==> src/hdl/mlr_pkg.sv <==
// Shared types and constants for the midpoint line rasterizer.
// No dependencies; used by every module of the block.
`default_nettype none

package mlr_pkg;

  // Default coordinate width and the extra bits held by the signed decision terms.
  localparam int COORD_BITS_DEFAULT = 10;
  localparam int DECISION_GUARD_BITS = 4;

  // Operation codes of an input beat.
  localparam logic OP_LOAD    = 1'b0;
  localparam logic OP_ADVANCE = 1'b1;

  // Octant grouping after ordering endpoints by x.
  typedef enum logic [1:0] {
    SLOPE_SHALLOW_UP   = 2'd0,  // slope in [0,1]
    SLOPE_SHALLOW_DOWN = 2'd1,  // slope in [-1,0)
    SLOPE_STEEP_UP     = 2'd2,  // slope > 1, or vertical rising
    SLOPE_STEEP_DOWN   = 2'd3   // slope < -1, or vertical falling
  } slope_case_t;

endpackage : mlr_pkg

`default_nettype wire

==> src/hdl/midpoint_line_rasterizer_unit.sv <==
// Top level of the midpoint line rasterizer: input register, line state, result register.
// Depends on mlr_pkg, mlr_line_setup and mlr_pixel_step.
`default_nettype none

// Midpoint (Bresenham) line rasterizer. Each input beat is either a load
// (operation = 0), which takes two endpoints, orders them by x, seeds the
// decision terms and returns the first pixel, or an advance (operation = 1),
// which runs one midpoint step and returns the next pixel. Exactly one result
// beat comes back per input beat; last_pixel marks the pixel at the far end,
// after which the line goes idle and an advance returns pixel_valid = 0 with
// zero coordinates. A load while a line is active drops the old line. An item
// is captured in an input register, processed by one pass through the setup
// logic (subtracts, slope compares, one add) or the step logic (one add, one
// compare) and lands in the result register once that register is empty or
// drained. Throughput is one beat per cycle while result_stall is low: the line
// state updates at the same edge a result is written, so back-to-back advances
// chain with no bubble, and the input side keeps accepting while a result
// waits only as long as the input register is empty.

module midpoint_line_rasterizer_unit #(
  parameter int COORD_BITS = mlr_pkg::COORD_BITS_DEFAULT
) (
  input  wire logic                  clk,
  input  wire logic                  rst,
  input  wire logic                  item_valid,
  output logic                       item_stall,
  input  wire logic                  operation,
  input  wire logic [COORD_BITS-1:0] first_x,
  input  wire logic [COORD_BITS-1:0] first_y,
  input  wire logic [COORD_BITS-1:0] second_x,
  input  wire logic [COORD_BITS-1:0] second_y,
  output logic                       result_valid,
  input  wire logic                  result_stall,
  output logic [COORD_BITS-1:0]      pixel_x,
  output logic [COORD_BITS-1:0]      pixel_y,
  output logic                       pixel_valid,
  output logic                       last_pixel
);
  import mlr_pkg::*;

  localparam int DW = COORD_BITS + DECISION_GUARD_BITS;

  // Input register
  logic                  held_valid;
  logic                  held_op;
  logic [COORD_BITS-1:0] held_first_x;
  logic [COORD_BITS-1:0] held_first_y;
  logic [COORD_BITS-1:0] held_second_x;
  logic [COORD_BITS-1:0] held_second_y;

  // Line state
  logic [COORD_BITS-1:0] cur_x;
  logic [COORD_BITS-1:0] cur_y;
  logic [COORD_BITS-1:0] stop_x;
  logic [COORD_BITS-1:0] stop_y;
  logic signed [DW-1:0]  decision;
  logic signed [DW-1:0]  step_inc_one;
  logic signed [DW-1:0]  step_inc_two;
  slope_case_t           slope_case;
  logic                  line_active;

  // Setup and step outputs
  logic [COORD_BITS-1:0] ld_x, ld_y, ld_stop_x, ld_stop_y;
  logic signed [DW-1:0]  ld_decision, ld_inc_one, ld_inc_two;
  slope_case_t           ld_slope;
  logic [COORD_BITS-1:0] st_x, st_y;
  logic signed [DW-1:0]  st_decision;

  // Next-state values
  logic [COORD_BITS-1:0] cur_x_next, cur_y_next, stop_x_next, stop_y_next;
  logic signed [DW-1:0]  decision_next, step_inc_one_next, step_inc_two_next;
  slope_case_t           slope_case_next;
  logic                  produce;
  logic                  last_next;

  logic out_ready;
  logic fire;

  // Result register moves when empty or drained; input register moves with it.
  assign out_ready  = !result_valid || !result_stall;
  assign fire       = held_valid && out_ready;
  assign item_stall = held_valid && !out_ready;

  mlr_line_setup #(.COORD_BITS(COORD_BITS)) u_setup (
    .first_x       (held_first_x),
    .first_y       (held_first_y),
    .second_x      (held_second_x),
    .second_y      (held_second_y),
    .start_x       (ld_x),
    .start_y       (ld_y),
    .end_x         (ld_stop_x),
    .end_y         (ld_stop_y),
    .init_decision (ld_decision),
    .init_inc_one  (ld_inc_one),
    .init_inc_two  (ld_inc_two),
    .init_slope    (ld_slope)
  );

  mlr_pixel_step #(.COORD_BITS(COORD_BITS)) u_step (
    .cur_x         (cur_x),
    .cur_y         (cur_y),
    .decision      (decision),
    .inc_one       (step_inc_one),
    .inc_two       (step_inc_two),
    .slope         (slope_case),
    .next_x        (st_x),
    .next_y        (st_y),
    .next_decision (st_decision)
  );

  always_comb begin
    cur_x_next        = cur_x;
    cur_y_next        = cur_y;
    stop_x_next       = stop_x;
    stop_y_next       = stop_y;
    decision_next     = decision;
    step_inc_one_next = step_inc_one;
    step_inc_two_next = step_inc_two;
    slope_case_next   = slope_case;
    produce           = 1'b0;
    if (held_op == OP_LOAD) begin
      cur_x_next        = ld_x;
      cur_y_next        = ld_y;
      stop_x_next       = ld_stop_x;
      stop_y_next       = ld_stop_y;
      decision_next     = ld_decision;
      step_inc_one_next = ld_inc_one;
      step_inc_two_next = ld_inc_two;
      slope_case_next   = ld_slope;
      produce           = 1'b1;
    end else if (line_active) begin
      cur_x_next    = st_x;
      cur_y_next    = st_y;
      decision_next = st_decision;
      produce       = 1'b1;
    end
  end

  // End test on the pixel about to be emitted.
  always_comb begin
    unique case (slope_case_next)
      SLOPE_SHALLOW_UP, SLOPE_SHALLOW_DOWN: last_next = !(cur_x_next < stop_x_next);
      SLOPE_STEEP_UP:                       last_next = !(cur_y_next < stop_y_next);
      default:                              last_next = !(cur_y_next > stop_y_next);
    endcase
  end

  always_ff @(posedge clk) begin
    if (rst) begin
      held_valid   <= 1'b0;
      result_valid <= 1'b0;
      line_active  <= 1'b0;
      slope_case   <= SLOPE_SHALLOW_UP;
      cur_x        <= '0;
      cur_y        <= '0;
      stop_x       <= '0;
      stop_y       <= '0;
      decision     <= '0;
      step_inc_one <= '0;
      step_inc_two <= '0;
    end else begin
      if (!item_stall) begin
        held_valid <= item_valid;
      end
      if (out_ready) begin
        result_valid <= held_valid;
      end
      if (fire && produce) begin
        cur_x        <= cur_x_next;
        cur_y        <= cur_y_next;
        stop_x       <= stop_x_next;
        stop_y       <= stop_y_next;
        decision     <= decision_next;
        step_inc_one <= step_inc_one_next;
        step_inc_two <= step_inc_two_next;
        slope_case   <= slope_case_next;
        line_active  <= !last_next;
      end
    end
  end

  // Payload registers
  always_ff @(posedge clk) begin
    if (!item_stall && item_valid) begin
      held_op       <= operation;
      held_first_x  <= first_x;
      held_first_y  <= first_y;
      held_second_x <= second_x;
      held_second_y <= second_y;
    end
    if (fire) begin
      pixel_x     <= produce ? cur_x_next : '0;
      pixel_y     <= produce ? cur_y_next : '0;
      pixel_valid <= produce;
      last_pixel  <= produce && last_next;
    end
  end

endmodule : midpoint_line_rasterizer_unit

`default_nettype wire

==> src/hdl/mlr_line_setup.sv <==
// Line setup: orders endpoints by x, classifies the slope, seeds the decision terms.
// Depends on mlr_pkg.
`default_nettype none

module mlr_line_setup #(
  parameter int COORD_BITS = mlr_pkg::COORD_BITS_DEFAULT
) (
  input  wire logic [COORD_BITS-1:0]                                  first_x,
  input  wire logic [COORD_BITS-1:0]                                  first_y,
  input  wire logic [COORD_BITS-1:0]                                  second_x,
  input  wire logic [COORD_BITS-1:0]                                  second_y,
  output logic      [COORD_BITS-1:0]                                  start_x,
  output logic      [COORD_BITS-1:0]                                  start_y,
  output logic      [COORD_BITS-1:0]                                  end_x,
  output logic      [COORD_BITS-1:0]                                  end_y,
  output logic signed [COORD_BITS+mlr_pkg::DECISION_GUARD_BITS-1:0]   init_decision,
  output logic signed [COORD_BITS+mlr_pkg::DECISION_GUARD_BITS-1:0]   init_inc_one,
  output logic signed [COORD_BITS+mlr_pkg::DECISION_GUARD_BITS-1:0]   init_inc_two,
  output mlr_pkg::slope_case_t                                        init_slope
);
  import mlr_pkg::*;

  localparam int DW  = COORD_BITS + DECISION_GUARD_BITS;
  localparam int PAD = DW - COORD_BITS;

  logic              swap;
  logic signed [DW-1:0] a_term;
  logic signed [DW-1:0] b_term;
  logic signed [DW-1:0] dy;
  logic signed [DW-1:0] neg_dy;

  assign swap    = (second_x < first_x);
  assign start_x = swap ? second_x : first_x;
  assign start_y = swap ? second_y : first_y;
  assign end_x   = swap ? first_x  : second_x;
  assign end_y   = swap ? first_y  : second_y;

  assign a_term = signed'({{PAD{1'b0}}, start_y}) - signed'({{PAD{1'b0}}, end_y});
  assign b_term = signed'({{PAD{1'b0}}, end_x}) - signed'({{PAD{1'b0}}, start_x});
  assign dy     = -a_term;
  assign neg_dy = a_term;

  always_comb begin
    priority if (b_term == '0) begin
      priority if (dy == '0)      init_slope = SLOPE_SHALLOW_UP;
      else if (dy > 0)            init_slope = SLOPE_STEEP_UP;
      else                        init_slope = SLOPE_STEEP_DOWN;
    end else if (dy >= 0 && dy <= b_term) begin
      init_slope = SLOPE_SHALLOW_UP;
    end else if (dy < 0 && neg_dy <= b_term) begin
      init_slope = SLOPE_SHALLOW_DOWN;
    end else if (dy > b_term) begin
      init_slope = SLOPE_STEEP_UP;
    end else begin
      init_slope = SLOPE_STEEP_DOWN;
    end
  end

  always_comb begin
    unique case (init_slope)
      SLOPE_SHALLOW_UP: begin
        init_decision = (a_term <<< 1) + b_term;
        init_inc_one  = a_term <<< 1;
        init_inc_two  = (a_term + b_term) <<< 1;
      end
      SLOPE_SHALLOW_DOWN: begin
        init_decision = (a_term <<< 1) - b_term;
        init_inc_one  = a_term <<< 1;
        init_inc_two  = (a_term - b_term) <<< 1;
      end
      SLOPE_STEEP_UP: begin
        init_decision = a_term + (b_term <<< 1);
        init_inc_one  = b_term <<< 1;
        init_inc_two  = (a_term + b_term) <<< 1;
      end
      default: begin
        init_decision = a_term - (b_term <<< 1);
        init_inc_one  = -(b_term <<< 1);
        init_inc_two  = (a_term - b_term) <<< 1;
      end
    endcase
  end

endmodule : mlr_line_setup

`default_nettype wire

==> src/hdl/mlr_pixel_step.sv <==
// One midpoint step: picks straight or diagonal move and updates the decision.
// Depends on mlr_pkg.
`default_nettype none

module mlr_pixel_step #(
  parameter int COORD_BITS = mlr_pkg::COORD_BITS_DEFAULT
) (
  input  wire logic [COORD_BITS-1:0]                                  cur_x,
  input  wire logic [COORD_BITS-1:0]                                  cur_y,
  input  wire logic signed [COORD_BITS+mlr_pkg::DECISION_GUARD_BITS-1:0] decision,
  input  wire logic signed [COORD_BITS+mlr_pkg::DECISION_GUARD_BITS-1:0] inc_one,
  input  wire logic signed [COORD_BITS+mlr_pkg::DECISION_GUARD_BITS-1:0] inc_two,
  input  wire mlr_pkg::slope_case_t                                   slope,
  output logic      [COORD_BITS-1:0]                                  next_x,
  output logic      [COORD_BITS-1:0]                                  next_y,
  output logic signed [COORD_BITS+mlr_pkg::DECISION_GUARD_BITS-1:0]   next_decision
);
  import mlr_pkg::*;

  localparam logic [COORD_BITS-1:0] ONE = {{(COORD_BITS-1){1'b0}}, 1'b1};

  logic diag;

  // Ties go diagonal for shallow-up and steep-down, straight otherwise.
  always_comb begin
    unique case (slope)
      SLOPE_SHALLOW_UP, SLOPE_STEEP_DOWN: diag = (decision <= 0);
      default:                            diag = (decision > 0);
    endcase
  end

  always_comb begin
    next_x = cur_x;
    next_y = cur_y;
    if (diag) begin
      next_x        = cur_x + ONE;
      next_y        = (slope == SLOPE_SHALLOW_UP || slope == SLOPE_STEEP_UP) ?
                      cur_y + ONE : cur_y - ONE;
      next_decision = decision + inc_two;
    end else begin
      unique case (slope)
        SLOPE_SHALLOW_UP, SLOPE_SHALLOW_DOWN: next_x = cur_x + ONE;
        SLOPE_STEEP_UP:                       next_y = cur_y + ONE;
        default:                              next_y = cur_y - ONE;
      endcase
      next_decision = decision + inc_one;
    end
  end

endmodule : mlr_pixel_step

`default_nettype wire
==> config.mk <==
export PLATFORM = sky130hd
export DESIGN_NAME = midpoint_line_rasterizer_unit
export DESIGN_NICKNAME = d
export VERILOG_FILES = /design/src/hdl/mlr_pkg.sv /design/src/hdl/midpoint_line_rasterizer_unit.sv /design/src/hdl/mlr_line_setup.sv /design/src/hdl/mlr_pixel_step.sv
export SDC_FILE = /design/constraint.sdc
export NUM_CORES = 1
export LEC_CHECK = 0
export ABC_CLOCK_PERIOD_IN_PS = 17680
export BUFFER_PORTS_ARGS = -buffer_cell sky130_fd_sc_hd__buf_4
export CAP_MARGIN = 20
export CORE_MARGIN = 8
export CORE_UTILIZATION = 30
export CTS_CLUSTER_SIZE = 10
export DETAILED_ROUTE_END_ITERATION = 10
export PLACE_DENSITY_LB_ADDON = 0.1
export SETUP_SLACK_MARGIN = 0.5
export SLEW_MARGIN = 20
export SYNTH_ARGS = -nofsm -noshare
export SYNTH_HDL_FRONTEND = slang
export SYNTH_SLANG_ARGS = --single-unit
==> constraint.sdc <==
create_clock -name clk -period 17.68 [get_ports clk]
set_input_delay 0.884 -clock clk [delete_from_list [all_inputs] [get_ports clk]]
set_output_delay 0.884 -clock clk [all_outputs]
set_load 0.03 [all_outputs]
==> flow_summary.yaml <==
outcome:
  outcome: "finished, final reports clean"
routing:
  wire_per_inst_um: 19.0
  drt_pre_antenna_iters: 5
  drt.antenna.violating_nets: 0
  dr.first_iter.drc_count: 857
  drc: 0
  viasPerCell: 5.14
  postRouteWirelength_mm: 43.7
  vias: 11800
yosys:
  yosys.cell_types.count: 98
  ys_ff_latch: 147
  async_flop_share: 0
  synth_flop_cell: "dfxtp_1"
  synth_nets: 1848
  synth.cell_area_sq_mm: 0.0132
  syn_inst: 1679
  synth_edf_count: 63
  synth.avg_cell_area_sq_um: 7.85
  yosysSeqAreaShare: 0.271
  ys_warn_count: 0
global_routing:
  grt_pass1_vias: 11300
  grt_overflow: 0
  grt_usage: 0.172
  grt_pass1_wl_mm: 68.2
  antenna_found_initial: 1
  grt_start_max_net_pins: 68
sta:
  min_period_ns: 9.92
  worst_pin_slew_ns: 1.02
  maxSlewViolCount: 0
  grt_setup_unrepaired: "false"
  setup_tns_ns: 0
  relSlewSlack: 0.323
  hold_viol: 0
  fin_crit_sh: 0.561
  max_freq_mhz: 101
  setup-violations-final: 0
  skew_ns: 0.0182
power:
  leakage_nw: 5.98
  vdd_ir_drop_max_uv: 62.9
  p_per_area_mw_per_mm2: 130
finish:
  layout_commonest_cell: "nand2_1"
  diodes: 0
  final_cell_mix: "nand2_1 (212), a21oi_1 (199), nor2_1 (189)"
  nets: 1869
  fin_util: 0.342
  drive_gt1_frac: 0.103
  fin_area_sq_mm: 0.0148
  area_growth_pct: 12.4
clock_tree:
  htreeDepth: 4
  cts_resized: 0
  clock-sinks: 147
  cts_tree: "built"
  ctsHoldBuffers: 0
  path_clk_slew_ns: 0.07
  postCtsSetupBuffers: 0
  cts_made_buffers: 17
  cts-root-buf: "clkbuf_16"
  clock_latency_ns: 0.45
  clk_path_buf_depth: 2
placed_design:
  io_buffers: 68
  place_congestion: 0.862
  place_hpwl_mm: 33.5
  place_area_sq_mm: 0.0142
floorplanning:
  coreArea_sq_mm: 0.0433
  rows: 76
  start_util: 0.305
  dieArea_sq_mm: 0.0509
  die_h_um: 226
  ios: 69
  dieWidth_um: 226
critical_path:
  reg2reg_slack_ns: 7.76
  cp_max_fo: 48
  cp-start-kind: "flop"
  critPathKind: "reg -> reg"
  cp-end-kind: "flop"
  required_ns: 18.05
  slowest_delay_ns: 0.87
  critical_path.slowest_cell: "a221oi_2"
  worstPathArrival_ns: 10.29
min_path:
  hold_path_class: "reg -> reg"
run:
  maxCapViolCount: 0
worst paths after layout:
| kind | cells after the start | from | end |
|---|---|---|---|
| hold reg to reg | 2 | step_inc_two[10] | step_inc_two[10] |
| setup / recovery | 38 | held_first_x[3] | decision[13] |
| hold / removal | 2 | step_inc_two[10] | step_inc_two[10] |
| setup reg to reg | 38 | held_first_x[3] | decision[13] |
cell families (layout without fill, tap and decap cells):
kind of cell | after synthesis | count (layout) | synth area share
buf+inv | 172 | 206 | 0.0516
xor+xnor | 96 | 96 | 0.0654
mux | 47 | 47 | 0.0382
fa+ha+maj | 136 | 136 | 0.130
compound gates | 477 | 477 | 0.232
simple gates | 604 | 604 | 0.211
flops | 147 | 147 | 0.271
Yosys cell counts, drive strengths merged (5+ instances only):
master | instances | area, sq um
nand2b | 21 | 131
fa | 6 | 120
o21bai | 28 | 214
o221ai | 6 | 58.8
nor3b | 5 | 37.5
a211oi | 38 | 303
clkbuf | 63 | 236
o31ai | 9 | 72.6
mux2i | 36 | 360
a31oi | 13 | 87.6
or3 | 6 | 37.5
nor3 | 19 | 100
nand3b | 16 | 120
nand4 | 12 | 81.3
nand2 | 213 | 800
nor4 | 6 | 58.8
dfxtp | 84 | 1680
inv | 83 | 312
nor2 | 191 | 717
a21boi | 7 | 56.3
o21ai | 80 | 400
o22ai | 14 | 87.6
a21oi | 199 | 996
mux2 | 10 | 120
or2 | 9 | 56.3
xnor2 | 74 | 648
maj3 | 12 | 120
nor2b | 34 | 213
o21a | 9 | 67.6
nand3 | 36 | 185
ha | 118 | 1480
and3 | 12 | 75.1
a221oi | 11 | 133
a21o | 19 | 143
and2 | 18 | 118
edfxtp | 63 | 1890
xor2 | 21 | 191
buf | 24 | 124
through the flow:
step / hold slack, ns / total power [mW] / cells / worst slack (ns)
after global placement: 0.440 / 1.56 / 2266 / 7.99
after detailed placement: 0.445 / 1.56 / 2266 / 7.82
after floorplan: 0.432 / 1.22 / 1679 / 8.56
after CTS: 0.453 / 1.93 / 2298 / 7.74
after global routing: 0.477 / 2.07 / 2298 / 6.75
final: 0.456 / 1.93 / 2298 / 7.76
layout make-up:
class	count	area (sq um)
Fill cell	4590	28500
Clock buffer	19	443
Clock inverter	13	115
Timing Repair Buffer	89	668
Tap cell	585	732
Sequential cell	147	3570
Inverter	85	319
Multi-Input combinational cell	1360	8960
sequential cells by signal, indices dropped and copies added, names as in the netlist:
| register | cells |
|---|---|
| decision | 14 |
| step_inc_one | 13 |
| step_inc_two | 12 |
| cur_x | 10 |
| cur_y | 10 |
| held_first_x | 10 |
| held_first_y | 10 |
| held_second_x | 10 |
| held_second_y | 10 |
| pixel_x | 10 |
| pixel_y | 10 |
| stop_x | 10 |
| stop_y | 10 |
| slope_case | 2 |
| held_op | 1 |
| held_valid | 1 |
| last_pixel | 1 |
| line_active | 1 |
| pixel_valid | 1 |
| result_valid | 1 |
critical path, delay by kind of cell, from the launching register on:
kind                     cells  cell delay, ns
XOR/XNOR                     1            0.36
adder cells (fa/ha/maj)      4            1.32
AO/OA/AOI/OAI               19            4.56
AND/OR/NAND/NOR              9            1.90
buffers and inverters        3            0.84
multiplexers                 2            0.45
flip-flops                   1            0.39
routing by layer:
layer  vias to the layer above  share of wire  routed length [um]  global-route usage
li1                       5983              -                   -                   -
met2                       215           0.42               18300               0.250
met5                         -              0                   0                   0
met1                      5589           0.53               23200               0.264
met3                        25          0.039                1700              0.0256
met4                         0          0.010                 438              0.0352
report_power, final:
part	switching, mW	leakage, nW	internal [mW]
sequential	0.0219	1.29	0.378
combinational	0.731	4.42	0.437
clock	0.169	0.271	0.188
Note: power is estimated with default switching activity, not from simulation.
